File: config.mk
export PLATFORM = sky130hd
export DESIGN_NAME = lox_char_lexer_flat
export DESIGN_NICKNAME = d
export VERILOG_FILES = /design/src/rtl/core/lcl_pkg.sv /design/src/rtl/core/lcl_in_if.sv /design/src/rtl/core/lcl_out_if.sv /design/src/rtl/core/lcl_front.sv /design/src/rtl/core/lcl_queue.sv /design/src/rtl/core/lcl_back.sv /design/src/rtl/core/lox_char_lexer.sv /design/src/flat_wrapper.sv
export SDC_FILE = /design/constraint.sdc
export NUM_CORES = 2
export LEC_CHECK = 0
export ABC_CLOCK_PERIOD_IN_PS = 34000
export BUFFER_PORTS_ARGS = -buffer_cell sky130_fd_sc_hd__clkbuf_2
export CORE_MARGIN = 3
export CORE_UTILIZATION = 30
export CTS_BUF_LIST = sky130_fd_sc_hd__clkbuf_16
export DETAILED_ROUTE_END_ITERATION = 8
export PLACE_DENSITY = 0.44
export SYNTH_ARGS = -nofsm -noshare
export SYNTH_HDL_FRONTEND = slang
export SYNTH_HIERARCHICAL = 1
export SYNTH_SLANG_ARGS = --single-unit
export TNS_END_PERCENT = 1
File: constraint.sdc
create_clock -name clk -period 34 [get_ports clk]
set_input_delay 3.4 -clock clk [delete_from_list [all_inputs] [get_ports clk]]
set_output_delay 3.4 -clock clk [all_outputs]
set_load 0.02 [all_outputs]
File: src/rtl/core/lcl_pkg.sv
// Shared types and constants for the character lexer.
// Depends on nothing; used by lcl_out_if and every core module.
package lcl_pkg;

  localparam int KIND_W  = 6;
  localparam int OFFS_W  = 24;
  localparam int LEN_W   = 24;
  localparam int LINE_W  = 16;
  localparam int ERR_W   = 2;
  localparam int MAX_RES = 3;

  localparam logic [3:0] M_IDLE      = 4'd0;
  localparam logic [3:0] M_BANG      = 4'd1;
  localparam logic [3:0] M_EQUAL     = 4'd2;
  localparam logic [3:0] M_GREATER   = 4'd3;
  localparam logic [3:0] M_LESS      = 4'd4;
  localparam logic [3:0] M_SLASH     = 4'd5;
  localparam logic [3:0] M_LINECOM   = 4'd6;
  localparam logic [3:0] M_BLOCK     = 4'd7;
  localparam logic [3:0] M_BLOCKSTAR = 4'd8;
  localparam logic [3:0] M_STRING    = 4'd9;
  localparam logic [3:0] M_NUM       = 4'd10;
  localparam logic [3:0] M_NUMDOT    = 4'd11;
  localparam logic [3:0] M_NUMFRAC   = 4'd12;
  localparam logic [3:0] M_WORD      = 4'd13;

  localparam logic [5:0] K_LPAREN  = 6'd0;
  localparam logic [5:0] K_RPAREN  = 6'd1;
  localparam logic [5:0] K_LBRACE  = 6'd2;
  localparam logic [5:0] K_RBRACE  = 6'd3;
  localparam logic [5:0] K_COMMA   = 6'd4;
  localparam logic [5:0] K_DOT     = 6'd5;
  localparam logic [5:0] K_MINUS   = 6'd6;
  localparam logic [5:0] K_PLUS    = 6'd7;
  localparam logic [5:0] K_SEMI    = 6'd8;
  localparam logic [5:0] K_STAR    = 6'd9;
  localparam logic [5:0] K_QUEST   = 6'd10;
  localparam logic [5:0] K_COLON   = 6'd11;
  localparam logic [5:0] K_BANG    = 6'd12;
  localparam logic [5:0] K_EQUAL   = 6'd14;
  localparam logic [5:0] K_GREATER = 6'd16;
  localparam logic [5:0] K_LESS    = 6'd18;
  localparam logic [5:0] K_SLASH   = 6'd20;
  localparam logic [5:0] K_STRING  = 6'd21;
  localparam logic [5:0] K_NUMBER  = 6'd22;
  localparam logic [5:0] K_IDENT   = 6'd23;
  localparam logic [5:0] K_KW0     = 6'd24;
  localparam logic [5:0] K_END     = 6'd40;
  localparam logic [5:0] K_ERROR   = 6'd41;

  localparam logic [1:0] E_NONE    = 2'd0;
  localparam logic [1:0] E_CHAR    = 2'd1;
  localparam logic [1:0] E_STRING  = 2'd2;
  localparam logic [1:0] E_COMMENT = 2'd3;

  localparam logic [55:0] KW_CHARS [16] = '{
    56'h646e61, 56'h7373616c63, 56'h65736c65, 56'h65736c6166,
    56'h726f66, 56'h6e7566, 56'h6669, 56'h6c696e,
    56'h726f, 56'h746e697270, 56'h6e7275746572, 56'h7265707573,
    56'h73696874, 56'h65757274, 56'h726176, 56'h656c696877};
  localparam logic [2:0] KW_LEN [16] = '{
    3'd3, 3'd5, 3'd4, 3'd5, 3'd3, 3'd3, 3'd2, 3'd3,
    3'd2, 3'd5, 3'd6, 3'd5, 3'd4, 3'd4, 3'd3, 3'd5};

  typedef struct packed {
    logic [KIND_W-1:0] kind;
    logic [OFFS_W-1:0] start;
    logic [LEN_W-1:0]  len;
    logic [LINE_W-1:0] line;
    logic [ERR_W-1:0]  err;
  } result_t;

  typedef struct packed {
    result_t [MAX_RES-1:0] res;
    logic [1:0]            cnt;
  } bundle_t;

  typedef struct packed {
    logic    valid;
    bundle_t data;
  } qlink_t;

  function automatic logic [5:0] word_kind(logic [55:0] chars, logic [2:0] len);
    logic [5:0] k;
    k = K_IDENT;
    for (int i = 0; i < 16; i++) begin
      if (len == KW_LEN[i] && chars == KW_CHARS[i]) k = K_KW0 + 6'(i);
    end
    return k;
  endfunction

  function automatic logic is_digit(logic [7:0] c);
    return c >= "0" && c <= "9";
  endfunction

  function automatic logic is_word(logic [7:0] c);
    return (c >= "a" && c <= "z") || (c >= "A" && c <= "Z") || c == "_";
  endfunction

endpackage

File: src/rtl/core/lcl_in_if.sv
// Source byte channel: valid/ready handshake carrying one byte or the end mark.
// Depends on nothing.
interface lcl_in_if;
  logic       valid;
  logic       ready;
  logic [7:0] char_code;
  logic       end_of_source;
  modport source (output valid, char_code, end_of_source, input ready);
  modport sink (input valid, char_code, end_of_source, output ready);
endinterface

File: src/rtl/core/lcl_out_if.sv
// Token channel: valid/ready handshake carrying one token record.
// Depends on lcl_pkg for field widths.
interface lcl_out_if;
  logic                       valid;
  logic                       ready;
  logic [lcl_pkg::KIND_W-1:0] token_kind;
  logic [lcl_pkg::OFFS_W-1:0] start_offset;
  logic [lcl_pkg::LEN_W-1:0]  token_length;
  logic [lcl_pkg::LINE_W-1:0] line_number;
  logic [lcl_pkg::ERR_W-1:0]  error_code;
  logic                       last;
  modport source (output valid, token_kind, start_offset, token_length, line_number,
                  error_code, last, input ready);
  modport sink (input valid, token_kind, start_offset, token_length, line_number,
                error_code, last, output ready);
endinterface

File: src/rtl/core/lcl_front.sv
// Scanner front end: takes one byte per cycle while the queue is not full, updates scan
// state, and builds the bundle of up to three tokens each byte causes. Depends on lcl_pkg, lcl_in_if.
module lcl_front #(
  parameter int POSITION_BITS = 24,
  parameter int LINE_BITS     = 16
) (
  input  logic                 clk,
  input  logic                 rst_n,
  lcl_in_if.sink               in_ch,
  input  logic                 q_full,
  output lcl_pkg::qlink_t      push
);

  localparam int P = POSITION_BITS;
  localparam int L = LINE_BITS;

  logic [3:0]   mode_r, mode_nxt;
  logic [P-1:0] pos_r, pos_nxt;
  logic [P-1:0] ts_r, ts_nxt;
  logic [L-1:0] line_r, line_nxt;
  logic [55:0]  word_r, word_nxt;
  logic [2:0]   wlen_r, wlen_nxt;

  lcl_pkg::result_t [lcl_pkg::MAX_RES-1:0] res;
  logic [1:0]   n;
  logic         fire, flush_en, idle_en;
  logic [7:0]   c;
  logic [P-1:0] p, span_p, dot_pos, dot_span;
  logic [L-1:0] line_inc;

  function automatic lcl_pkg::result_t mk(logic [5:0] kind, logic [P-1:0] start,
                                          logic [P:0] len, logic [L-1:0] line,
                                          logic [1:0] err);
    lcl_pkg::result_t r;
    logic [P-1:0] ls;
    logic [31:0]  s32, l32, n32;
    ls = len[P] ? '1 : len[P-1:0];
    s32 = 32'(start);
    l32 = 32'(ls);
    n32 = 32'(line);
    r.kind  = kind;
    r.start = s32[lcl_pkg::OFFS_W-1:0];
    r.len   = l32[lcl_pkg::LEN_W-1:0];
    r.line  = n32[lcl_pkg::LINE_W-1:0];
    r.err   = err;
    return r;
  endfunction

  assign fire = in_ch.valid && in_ch.ready;
  assign in_ch.ready = !q_full;
  assign c = in_ch.char_code;
  assign p = pos_r;
  assign span_p = pos_r - ts_r;
  assign dot_pos = (pos_r > ts_r) ? pos_r - 1'b1 : pos_r;
  assign dot_span = dot_pos - ts_r;
  assign line_inc = (line_r == '1) ? line_r : line_r + 1'b1;

  always_comb begin
    mode_nxt = mode_r;
    ts_nxt   = ts_r;
    line_nxt = line_r;
    word_nxt = word_r;
    wlen_nxt = wlen_r;
    pos_nxt  = (pos_r == '1) ? pos_r : pos_r + 1'b1;
    res      = '0;
    n        = 2'd0;
    flush_en = 1'b0;
    idle_en  = 1'b0;
    if (in_ch.end_of_source) begin
      flush_en = 1'b1;
    end else begin
      case (mode_r)
        lcl_pkg::M_BANG, lcl_pkg::M_EQUAL, lcl_pkg::M_GREATER, lcl_pkg::M_LESS: begin
          if (c == "=") begin
            res[n] = mk(lcl_pkg::K_BANG + 6'({mode_r - lcl_pkg::M_BANG, 1'b1}), ts_r,
                        {1'b0, span_p} + 1'b1, line_r, lcl_pkg::E_NONE);
            n = n + 1'b1;
            mode_nxt = lcl_pkg::M_IDLE;
          end else begin
            flush_en = 1'b1;
            idle_en  = 1'b1;
          end
        end
        lcl_pkg::M_SLASH: begin
          if (c == "/") mode_nxt = lcl_pkg::M_LINECOM;
          else if (c == "*") mode_nxt = lcl_pkg::M_BLOCK;
          else begin
            flush_en = 1'b1;
            idle_en  = 1'b1;
          end
        end
        lcl_pkg::M_LINECOM: begin
          if (c == 8'h0a) begin
            mode_nxt = lcl_pkg::M_IDLE;
            idle_en  = 1'b1;
          end
        end
        lcl_pkg::M_BLOCK: begin
          if (c == "*") mode_nxt = lcl_pkg::M_BLOCKSTAR;
          else if (c == 8'h0a) line_nxt = line_inc;
        end
        lcl_pkg::M_BLOCKSTAR: begin
          if (c == "/") mode_nxt = lcl_pkg::M_IDLE;
          else if (c == 8'h0a) begin
            line_nxt = line_inc;
            mode_nxt = lcl_pkg::M_BLOCK;
          end else if (c != "*") mode_nxt = lcl_pkg::M_BLOCK;
        end
        lcl_pkg::M_STRING: begin
          if (c == 8'h22) begin
            res[n] = mk(lcl_pkg::K_STRING, ts_r, {1'b0, span_p} + 1'b1, line_r,
                        lcl_pkg::E_NONE);
            n = n + 1'b1;
            mode_nxt = lcl_pkg::M_IDLE;
          end else if (c == 8'h0a) line_nxt = line_inc;
        end
        lcl_pkg::M_NUM: begin
          if (c == ".") mode_nxt = lcl_pkg::M_NUMDOT;
          else if (!lcl_pkg::is_digit(c)) begin
            flush_en = 1'b1;
            idle_en  = 1'b1;
          end
        end
        lcl_pkg::M_NUMDOT: begin
          if (lcl_pkg::is_digit(c)) mode_nxt = lcl_pkg::M_NUMFRAC;
          else begin
            flush_en = 1'b1;
            idle_en  = 1'b1;
          end
        end
        lcl_pkg::M_NUMFRAC: begin
          if (!lcl_pkg::is_digit(c)) begin
            flush_en = 1'b1;
            idle_en  = 1'b1;
          end
        end
        lcl_pkg::M_WORD: begin
          if (lcl_pkg::is_word(c)) begin
            if (wlen_r != 3'd7) begin
              word_nxt = word_r | (56'(c) << {wlen_r, 3'b000});
              wlen_nxt = wlen_r + 1'b1;
            end
          end else begin
            flush_en = 1'b1;
            idle_en  = 1'b1;
          end
        end
        default: begin
          mode_nxt = lcl_pkg::M_IDLE;
          idle_en  = 1'b1;
        end
      endcase
    end

    if (flush_en) begin
      case (mode_r)
        lcl_pkg::M_BANG, lcl_pkg::M_EQUAL, lcl_pkg::M_GREATER, lcl_pkg::M_LESS: begin
          res[n] = mk(lcl_pkg::K_BANG + 6'({mode_r - lcl_pkg::M_BANG, 1'b0}), ts_r,
                      {1'b0, span_p}, line_r, lcl_pkg::E_NONE);
          n = n + 1'b1;
        end
        lcl_pkg::M_SLASH: begin
          res[n] = mk(lcl_pkg::K_SLASH, ts_r, {1'b0, span_p}, line_r, lcl_pkg::E_NONE);
          n = n + 1'b1;
        end
        lcl_pkg::M_NUM, lcl_pkg::M_NUMFRAC: begin
          res[n] = mk(lcl_pkg::K_NUMBER, ts_r, {1'b0, span_p}, line_r, lcl_pkg::E_NONE);
          n = n + 1'b1;
        end
        lcl_pkg::M_NUMDOT: begin
          res[n] = mk(lcl_pkg::K_NUMBER, ts_r, {1'b0, dot_span}, line_r, lcl_pkg::E_NONE);
          n = n + 1'b1;
          res[n] = mk(lcl_pkg::K_DOT, dot_pos, (P+1)'(1), line_r, lcl_pkg::E_NONE);
          n = n + 1'b1;
        end
        lcl_pkg::M_WORD: begin
          res[n] = mk(lcl_pkg::word_kind(word_r, wlen_r), ts_r, {1'b0, span_p}, line_r,
                      lcl_pkg::E_NONE);
          n = n + 1'b1;
        end
        lcl_pkg::M_STRING: begin
          res[n] = mk(lcl_pkg::K_ERROR, ts_r, {1'b0, span_p}, line_r, lcl_pkg::E_STRING);
          n = n + 1'b1;
        end
        lcl_pkg::M_BLOCK, lcl_pkg::M_BLOCKSTAR: begin
          res[n] = mk(lcl_pkg::K_ERROR, ts_r, {1'b0, span_p}, line_r, lcl_pkg::E_COMMENT);
          n = n + 1'b1;
        end
        default: ;
      endcase
      mode_nxt = lcl_pkg::M_IDLE;
    end

    if (in_ch.end_of_source) begin
      res[n] = mk(lcl_pkg::K_END, p, '0, line_r, lcl_pkg::E_NONE);
      n = n + 1'b1;
      mode_nxt = lcl_pkg::M_IDLE;
      pos_nxt  = '0;
      ts_nxt   = '0;
      line_nxt = L'(1);
      word_nxt = '0;
      wlen_nxt = '0;
    end else if (idle_en) begin
      ts_nxt = p;
      case (c)
        "(": begin res[n] = mk(lcl_pkg::K_LPAREN, p, (P+1)'(1), line_r, lcl_pkg::E_NONE); n = n + 1'b1; end
        ")": begin res[n] = mk(lcl_pkg::K_RPAREN, p, (P+1)'(1), line_r, lcl_pkg::E_NONE); n = n + 1'b1; end
        "{": begin res[n] = mk(lcl_pkg::K_LBRACE, p, (P+1)'(1), line_r, lcl_pkg::E_NONE); n = n + 1'b1; end
        "}": begin res[n] = mk(lcl_pkg::K_RBRACE, p, (P+1)'(1), line_r, lcl_pkg::E_NONE); n = n + 1'b1; end
        ",": begin res[n] = mk(lcl_pkg::K_COMMA, p, (P+1)'(1), line_r, lcl_pkg::E_NONE); n = n + 1'b1; end
        ".": begin res[n] = mk(lcl_pkg::K_DOT, p, (P+1)'(1), line_r, lcl_pkg::E_NONE); n = n + 1'b1; end
        "-": begin res[n] = mk(lcl_pkg::K_MINUS, p, (P+1)'(1), line_r, lcl_pkg::E_NONE); n = n + 1'b1; end
        "+": begin res[n] = mk(lcl_pkg::K_PLUS, p, (P+1)'(1), line_r, lcl_pkg::E_NONE); n = n + 1'b1; end
        ";": begin res[n] = mk(lcl_pkg::K_SEMI, p, (P+1)'(1), line_r, lcl_pkg::E_NONE); n = n + 1'b1; end
        "*": begin res[n] = mk(lcl_pkg::K_STAR, p, (P+1)'(1), line_r, lcl_pkg::E_NONE); n = n + 1'b1; end
        "?": begin res[n] = mk(lcl_pkg::K_QUEST, p, (P+1)'(1), line_r, lcl_pkg::E_NONE); n = n + 1'b1; end
        ":": begin res[n] = mk(lcl_pkg::K_COLON, p, (P+1)'(1), line_r, lcl_pkg::E_NONE); n = n + 1'b1; end
        "!": mode_nxt = lcl_pkg::M_BANG;
        "=": mode_nxt = lcl_pkg::M_EQUAL;
        ">": mode_nxt = lcl_pkg::M_GREATER;
        "<": mode_nxt = lcl_pkg::M_LESS;
        "/": mode_nxt = lcl_pkg::M_SLASH;
        8'h22: mode_nxt = lcl_pkg::M_STRING;
        8'h20, 8'h0d, 8'h09: ;
        8'h0a: line_nxt = line_inc;
        default: begin
          if (lcl_pkg::is_digit(c)) mode_nxt = lcl_pkg::M_NUM;
          else if (lcl_pkg::is_word(c)) begin
            mode_nxt = lcl_pkg::M_WORD;
            word_nxt = 56'(c);
            wlen_nxt = 3'd1;
          end else begin
            res[n] = mk(lcl_pkg::K_ERROR, p, (P+1)'(1), line_r, lcl_pkg::E_CHAR);
            n = n + 1'b1;
          end
        end
      endcase
    end
  end

  assign push.valid    = fire && (n != 2'd0);
  assign push.data.res = res;
  assign push.data.cnt = n;

  always_ff @(posedge clk) begin
    if (!rst_n) begin
      mode_r <= lcl_pkg::M_IDLE;
      pos_r  <= '0;
      ts_r   <= '0;
      line_r <= L'(1);
      word_r <= '0;
      wlen_r <= '0;
    end else if (fire) begin
      mode_r <= mode_nxt;
      pos_r  <= pos_nxt;
      ts_r   <= ts_nxt;
      line_r <= line_nxt;
      word_r <= word_nxt;
      wlen_r <= wlen_nxt;
    end
  end

endmodule

File: src/rtl/core/lcl_queue.sv
// Four-entry queue of token bundles between the scanner and the token output.
// Depends on lcl_pkg.
module lcl_queue (
  input  logic            clk,
  input  logic            rst_n,
  input  lcl_pkg::qlink_t push,
  output logic            full,
  input  logic            pop,
  output lcl_pkg::qlink_t head
);

  lcl_pkg::bundle_t mem [4];
  logic [1:0] wr_r, rd_r;
  logic [2:0] cnt_r;

  assign full       = cnt_r[2];
  assign head.valid = cnt_r != 3'd0;
  assign head.data  = mem[rd_r];

  always_ff @(posedge clk) begin
    if (push.valid) mem[wr_r] <= push.data;
  end

  always_ff @(posedge clk) begin
    if (!rst_n) begin
      wr_r  <= '0;
      rd_r  <= '0;
      cnt_r <= '0;
    end else begin
      if (push.valid) wr_r <= wr_r + 1'b1;
      if (pop) rd_r <= rd_r + 1'b1;
      cnt_r <= cnt_r + 3'(push.valid) - 3'(pop);
    end
  end

endmodule

File: src/rtl/core/lcl_back.sv
// Token output stage: takes bundles from the queue and presents their tokens
// one per cycle while the receiver is ready, marking the bundle's final token. Depends on lcl_pkg, lcl_out_if.
module lcl_back (
  input  logic            clk,
  input  logic            rst_n,
  input  lcl_pkg::qlink_t head,
  output logic            pop,
  lcl_out_if.source       out_ch
);

  lcl_pkg::bundle_t cur_r;
  logic             valid_r;
  logic [1:0]       idx_r;
  logic             is_last, fire;
  lcl_pkg::result_t r;

  assign r       = cur_r.res[idx_r];
  assign is_last = idx_r == cur_r.cnt - 1'b1;
  assign fire    = out_ch.valid && out_ch.ready;
  assign pop     = head.valid && (!valid_r || (fire && is_last));

  assign out_ch.valid        = valid_r;
  assign out_ch.token_kind   = r.kind;
  assign out_ch.start_offset = r.start;
  assign out_ch.token_length = r.len;
  assign out_ch.line_number  = r.line;
  assign out_ch.error_code   = r.err;
  assign out_ch.last         = is_last;

  always_ff @(posedge clk) begin
    if (pop) cur_r <= head.data;
  end

  always_ff @(posedge clk) begin
    if (!rst_n) begin
      valid_r <= 1'b0;
      idx_r   <= '0;
    end else if (pop) begin
      valid_r <= 1'b1;
      idx_r   <= '0;
    end else if (fire) begin
      if (is_last) valid_r <= 1'b0;
      else idx_r <= idx_r + 1'b1;
    end
  end

endmodule

File: src/rtl/core/lox_char_lexer.sv
// Streaming character lexer top level: scanner front end, bundle queue, token output.
// Depends on lcl_pkg, lcl_in_if, lcl_out_if, lcl_front, lcl_queue, lcl_back.
//
// One source byte is accepted per cycle while the four-bundle queue has room;
// each byte yields zero to three tokens, and the output stage sends one token
// per cycle while the receiver is ready, so the sustained rate is one byte per
// cycle unless tokens arrive faster than one per cycle, when the output port sets
// the pace. A byte's tokens pass through the queue memory and the output stage's
// bundle register before they appear on the output. An end-of-source item flushes
// the pending token, sends the end token, and returns the scanner to its reset state.
module lox_char_lexer #(
  parameter int POSITION_BITS = 24,
  parameter int LINE_BITS     = 16
) (
  input  logic      clk,
  input  logic      rst_n,
  lcl_in_if.sink    in_ch,
  lcl_out_if.source out_ch
);

  lcl_pkg::qlink_t push, head;
  logic            full, pop;

  lcl_front #(
    .POSITION_BITS(POSITION_BITS),
    .LINE_BITS(LINE_BITS)
  ) u_front (
    .clk(clk), .rst_n(rst_n), .in_ch(in_ch), .q_full(full), .push(push)
  );

  lcl_queue u_queue (
    .clk(clk), .rst_n(rst_n), .push(push), .full(full), .pop(pop), .head(head)
  );

  lcl_back u_back (
    .clk(clk), .rst_n(rst_n), .head(head), .pop(pop), .out_ch(out_ch)
  );

endmodule

File: src/flat_wrapper.sv
// flat-port wrapper written by rule: the top's interface ports become plain ports
module lox_char_lexer_flat 
#(
  parameter int POSITION_BITS = 24,
  parameter int LINE_BITS     = 16
)
  (clk, rst_n, in_ch_valid, in_ch_char_code, in_ch_end_of_source, in_ch_ready, out_ch_valid, out_ch_token_kind, out_ch_start_offset, out_ch_token_length, out_ch_line_number, out_ch_error_code, out_ch_last, out_ch_ready);
  lcl_in_if in_ch_i ();
  lcl_out_if out_ch_i ();
  input  logic clk;
  input  logic rst_n;
  input wire logic [$bits(in_ch_i.valid)-1:0] in_ch_valid;
  input wire logic [$bits(in_ch_i.char_code)-1:0] in_ch_char_code;
  input wire logic [$bits(in_ch_i.end_of_source)-1:0] in_ch_end_of_source;
  output wire logic [$bits(in_ch_i.ready)-1:0] in_ch_ready;
  output wire logic [$bits(out_ch_i.valid)-1:0] out_ch_valid;
  output wire logic [$bits(out_ch_i.token_kind)-1:0] out_ch_token_kind;
  output wire logic [$bits(out_ch_i.start_offset)-1:0] out_ch_start_offset;
  output wire logic [$bits(out_ch_i.token_length)-1:0] out_ch_token_length;
  output wire logic [$bits(out_ch_i.line_number)-1:0] out_ch_line_number;
  output wire logic [$bits(out_ch_i.error_code)-1:0] out_ch_error_code;
  output wire logic [$bits(out_ch_i.last)-1:0] out_ch_last;
  input wire logic [$bits(out_ch_i.ready)-1:0] out_ch_ready;
  assign in_ch_i.valid = in_ch_valid;
  assign in_ch_i.char_code = in_ch_char_code;
  assign in_ch_i.end_of_source = in_ch_end_of_source;
  assign in_ch_ready = in_ch_i.ready;
  assign out_ch_valid = out_ch_i.valid;
  assign out_ch_token_kind = out_ch_i.token_kind;
  assign out_ch_start_offset = out_ch_i.start_offset;
  assign out_ch_token_length = out_ch_i.token_length;
  assign out_ch_line_number = out_ch_i.line_number;
  assign out_ch_error_code = out_ch_i.error_code;
  assign out_ch_last = out_ch_i.last;
  assign out_ch_i.ready = out_ch_ready;
  lox_char_lexer #(.POSITION_BITS(POSITION_BITS), .LINE_BITS(LINE_BITS)) u_core (.clk(clk), .rst_n(rst_n), .in_ch(in_ch_i), .out_ch(out_ch_i));
endmodule
[After elaboration in Yosys (flattened, before gate mapping)]
Memories as Yosys holds them, arrays and structs flattened. A register that Yosys moved wholly into a read port is not among the register bits.
Index checks and enable logic that the tools add are counted.
Word-level totals
  register bits: 137
  RAM bits: 872
  input port bits: 13
  output and inout bits: 75
  logic and storage cells: 300
  memories kept: 1
Memory list
  u_core.u_queue.mem: depth 4, width 218, rd ports 1, clocked after memory_dff 1, write ports 1, line lcl_queue.sv:12  | lcl_pkg::bundle_t mem [4];
Cells by class
  add/sub/neg operators: 19
  order comparisons: 14
  eq/ne operators: 63
  shift operators: 1
  multiplexer cells: 135
  bitwise gates (word level): 3
  reduce and logical (&&, ||, !) cells: 53
Operators with widths (count)
  216-bit bitwise mux: 22
  216-bit one-hot mux with 13 select lines: 1
  216-bit one-hot mux with 7 select lines: 1
  216-bit 2-to-1 mux: 5
  56-bit 2-to-1 mux: 8
  72-bit demux with 2-bit select: 3
  72-bit 2-to-1 mux: 6
  56-bit by 23-bit == test with 1-bit output (second input constant): 5
  56-bit by 39-bit == test with 1-bit output (second input constant): 5
  56-bit by 31-bit == test with 1-bit output (second input constant): 3
  72-bit binary-select mux with 2-bit select: 1
  24-bit 2-to-1 mux: 6
  72-bit one-hot mux with 2 select lines: 1
  8-bit by 6-bit == test with 1-bit output (second input constant): 17
  16-bit 2-to-1 mux: 8
  56-bit by 15-bit == test with 1-bit output (second input constant): 2
  6-bit 2-to-1 mux: 17
  71-bit 2-to-1 mux: 1
  4-bit 2-to-1 mux: 17
  56-bit by 47-bit == test with 1-bit output (second input constant): 1
  56-bit bitwise OR: 1
  8-bit by 6-bit left shift with 56-bit output: 1
  16-bit one-hot mux with 3 select lines: 1
  24-bit subtractor: 2
  other kinds (56): 153

[Depth between registers and ports, before layout]
  depth after elaboration: 29
  mapped depth: 25
  mapped depth without buffers: 24

[Hierarchy]
Netlist, hierarchy kept.
By module, submodules not included
  lcl_queue: times used 1, cells each 1179, area an instance 31803.0 um^2, sequential area each 26365.3 um^2
  lcl_front: times used 1, cells each 2172, area an instance 14925.6 um^2, sequential area each 2542.4 um^2
  lcl_back: times used 1, cells each 483, area an instance 8265.4 um^2, sequential area each 6606.3 um^2

[Worst setup path after synthesis]
Ideal clock, no wire load.
  kind: input -> register
  start point: input port out_ch_ready
  end point: register u_core.u_queue.cnt_r[2]
  setup time: 0.119 ns
  arrival: 14.948 ns
  required time: 33.881 ns
  setup slack: 18.933 ns
  stages on the path: 9
  path buffers: 0
  path through: a21boi_2 nor2_1 ha_1 inv_1 ha_1 inv_1 fa_1 xnor3_1 nor2_1
Between the ends
  cells in the longest elaborated chain, start to end: 5
Ends and longest elaborated chain
  start: declaration: line flat_wrapper.sv:23  | input wire logic [$bits(out_ch_i.ready)-1:0] out_ch_ready;
  1-bit logical AND: line lcl_back.sv:19  | assign fire = out_ch.valid && out_ch.ready;
  1-bit logical AND: line lcl_back.sv:20  | assign pop = head.valid && (!valid_r || (fire && is_last));
  1-bit logical OR: line lcl_back.sv:20
  1-bit logical AND: line lcl_back.sv:20
  named net u_core.pop: line lox_char_lexer.sv:22  | logic full, pop;
  3-bit by 1-bit subtractor with 3-bit output: line lcl_queue.sv:32  | cnt_r <= cnt_r + 3'(push.valid) - 3'(pop);
  end signal: assignment: line lcl_queue.sv:32
  end: declaration: line lcl_queue.sv:14  | logic [2:0] cnt_r;
The timed path passes the listed nets, and every way through them passes these cells.
A chain may end at the register's enable or synchronous reset.

==> metrics.yaml <==
avgSynthCellArea_sq_um: 14.3
holdPathStages: 2
chipWidth_um: 434
syn_area_sq_um: 55000
cts_tree: "yes"
drt-total-wl_um: 157000
grt_use_met1: 0.232
slew_headroom: 0.247
critPathKind: "in2reg"
grt_max_degree: 127
synth_edf_count: 1090
cts-root-buf: "clkbuf_16"
wl_per_cell_um: 24.6
htreeDepth: 4
drive_above_1_share: 0.160
maxCapViolCount: 0
fin_worst_skew_ps: 24.0
min-delay-start: "u_core/u_front/word_r[52]"
grt-ovfl-total: 0
pre_cts_ws_ps: 24470
die_h_um: 434
yosys_warnings: 6
drc: 0
switchingPower_uw: 1380
dr.pass1.iters: 5
path_cells: "clkbuf_2 -> or4_1 -> o21ai_1 -> nand2b_1 -> a211oi_4 -> nand2_1 -> a21oi_1 -> nor2_1 -> ha_1 -> nand3_1 -> nand2_1 -> a21oi_1 -> and2_4 -> buf_4 -> buf_4"
grt_busiest_layer: "met2"
cts_buffers: 136
critPathCaptureType: "register"
globalRouteMet3Util: 0.0229
numClockSinks: 1229
core_area_sq_um: 182000
vias: 33063
r2r-start: "u_core/u_front/p[0]"
clkTransAtPathRegs_ps: 60
drt_iter0_markers: 2568
worst_pin_slew_ps: 1120
grt_pass1_vias: 33383
post-route-util: 0.342
cpPeakStageDelay_ps: 790
post_dp_cell_area_sq_um: 57900
slowest_stage: "buf_4"
numPortBuffers: 87
fin_ws_ps: 25300
cts_max_path_buffers: 3
grt_first_pass_wirelength_um: 233000
power_frac_comb: 0.233
grt_setup_unrepaired: "no"
syn_inst: 3834
crit_path_max_fanout: 61
syn2layout_area_growth_pct: 13.0
io_pins: 88
synth-seq-cells: 1229
antenna_cells: 0
hold_viol_final: 0
p_int_uw: 3150
cts_resized: 0
ir_drop_mv: 0.0523
cp.required_ps: 34400
period_minus_slack_ps: 8700
swShare: 0.304
avgViaCountPerCell: 5.19
outcome: "completed"
final_nets: 3990
antenna_found_initial: 7
crit_path_start_kind: "input port"
ys_seq_area_frac: 0.646
start_util: 0.303
power_density_nw_per_um2: 72.8
ys_types: 115
hold_path_class: "reg2reg"
grt_usage: 0.166
post_cts_buffers: 0
dp.final_hpwl_um: 101000
p_leak_uw: 0.0203
clk_latency_ps: 780
rows: 156
share_seq_of_total_power: 0.456
timing.fmax_ghz: 0.115
arrival_ps: 9090
drv_slew: 0
r2r_cells: 22
critPathLaunch: "in_ch_char_code[1]"
async_flop_share: 0
setup_tns_ps: 0
ant_nets: 0
dieArea_sq_um: 188000
p_clk_frac: 0.311
fin_area_sq_um: 62100
synth-main-ff-cell: "edfxtp_1"
total_power_uw: 4520
ctsHoldBuffers: 0
gp_congestion: 0.884
period_share: 0.256
met2_usage: 0.268
setup_viol: 0
-- per-layer routing --
metal	share of wire	wire length, um	vias up
met1	0.46	72200	17034
met2	0.48	74600	797
met3	0.040	6310	211
li1	-	-	15019
met4	0.024	3810	2
met5	0.000083	13	-
-- per-stage QoR --
stage,cells,hold WS (ps)
global placement,6137,440
detailed placement,6137,445
floorplan,3858,425
CTS,6376,461
global route,6376,474
finish,6376,456
-- power groups by stage --
stage | logic, uW | clock network [uW] | registers, uW
2_1_floorplan | 711 | 0 | 2130
3_3_place_gp | 1090 | 0 | 2100
3_5_place_dp | 1090 | 0 | 2100
4_1_cts | 1090 | 1460 | 2070
5_1_grt | 1140 | 1520 | 2090
6_report | 1050 | 1410 | 2060
-- critical path: cells and delay by family --
family | cells | cell delay [ps]
simple gates | 7 | 2200
buf+inv | 3 | 1830
fa+ha+maj | 1 | 320
compound gates | 4 | 1110
-- sequential cells by signal, summed over array words and instances (netlist names), 3 cells and up, named ones only --
register / cells
u_core/u_front/wlen_r: 3
u_core/u_back/cur_r: 218
u_core/u_front/word_r: 56
u_core/u_front/line_r: 16
u_core/u_front/ts_r: 24
u_core/u_queue/mem: 872
u_core/u_queue/cnt_r: 3
u_core/u_front/p: 24
u_core/u_front/mode_r: 4
-- final timing paths --
kind	endpoint	slack, ps
worst max register to register	u_core/u_queue/mem[0][40]	26200
worst max-delay path	u_core/u_queue/mem[3][168]	25300
worst min-delay path	u_core/u_front/word_r[52]	460
worst min register to register	u_core/u_front/word_r[52]	460
-- area by class of cell --
cell class              count  area, sq um
repair buffers            154          988
clock inverters           100          776
clock buffers             139         3480
flip-flops and latches   1229        35500
fillers                 17532       119000
inverters                  83          312
well taps                2370         2970
multi-input cells        2301        18100
-- placed cells by master, fill, tap and decap left out, drive strengths merged, types with 25 or more instances in the layout --
cell	n
a21oi	119
a22oi	59
and2	75
buf	67
clkbuf	226
clkinv	49
conb	25
dfxtp	139
edfxtp	1090
ha	69
inv	125
mux2i	83
mux4	218
nand2	339
nand3	78
nand4	41
nor2	184
nor2b	70
nor3	65
nor4	32
o211ai	30
o21ai	301
or3	25
xnor2	53
xor2	52
-- logic make-up after synthesis --
| group | after synthesis | synth area share |
|---|---|---|
| other | 1 | 0.0000682 |
| XOR/XNOR | 106 | 0.0173 |
| flip-flops | 1229 | 0.646 |
| multiplexers | 302 | 0.105 |
| AO/OA/AOI/OAI | 752 | 0.0892 |
| buffers and inverters | 328 | 0.0280 |
| adder cells (fa/ha/maj) | 72 | 0.0168 |
| AND/OR/NAND/NOR | 1044 | 0.0983 |
-- cells in the mapped netlist, types with 26 or more instances --
cell,number,area share
nor3_1,62,0.0056
xnor2_1,52,0.0083
buf_4,51,0.0070
and2_1,73,0.0083
a22oi_1,59,0.0081
o21ai_0,278,0.025
nor2_1,182,0.012
nor2b_1,70,0.0080
dfxtp_1,139,0.051
buf_2,44,0.0040
o211ai_1,29,0.0040
nand4_1,38,0.0043
nand2_1,338,0.023
clkbuf_1,120,0.0082
a21oi_1,118,0.011
nand3_1,75,0.0068
inv_1,82,0.0056
nor4_1,26,0.0030
mux2i_1,82,0.015
xor2_1,52,0.0083
ha_1,69,0.016
mux4_2,218,0.089
edfxtp_1,1090,0.60
Power figures use the tool's default switching activity.
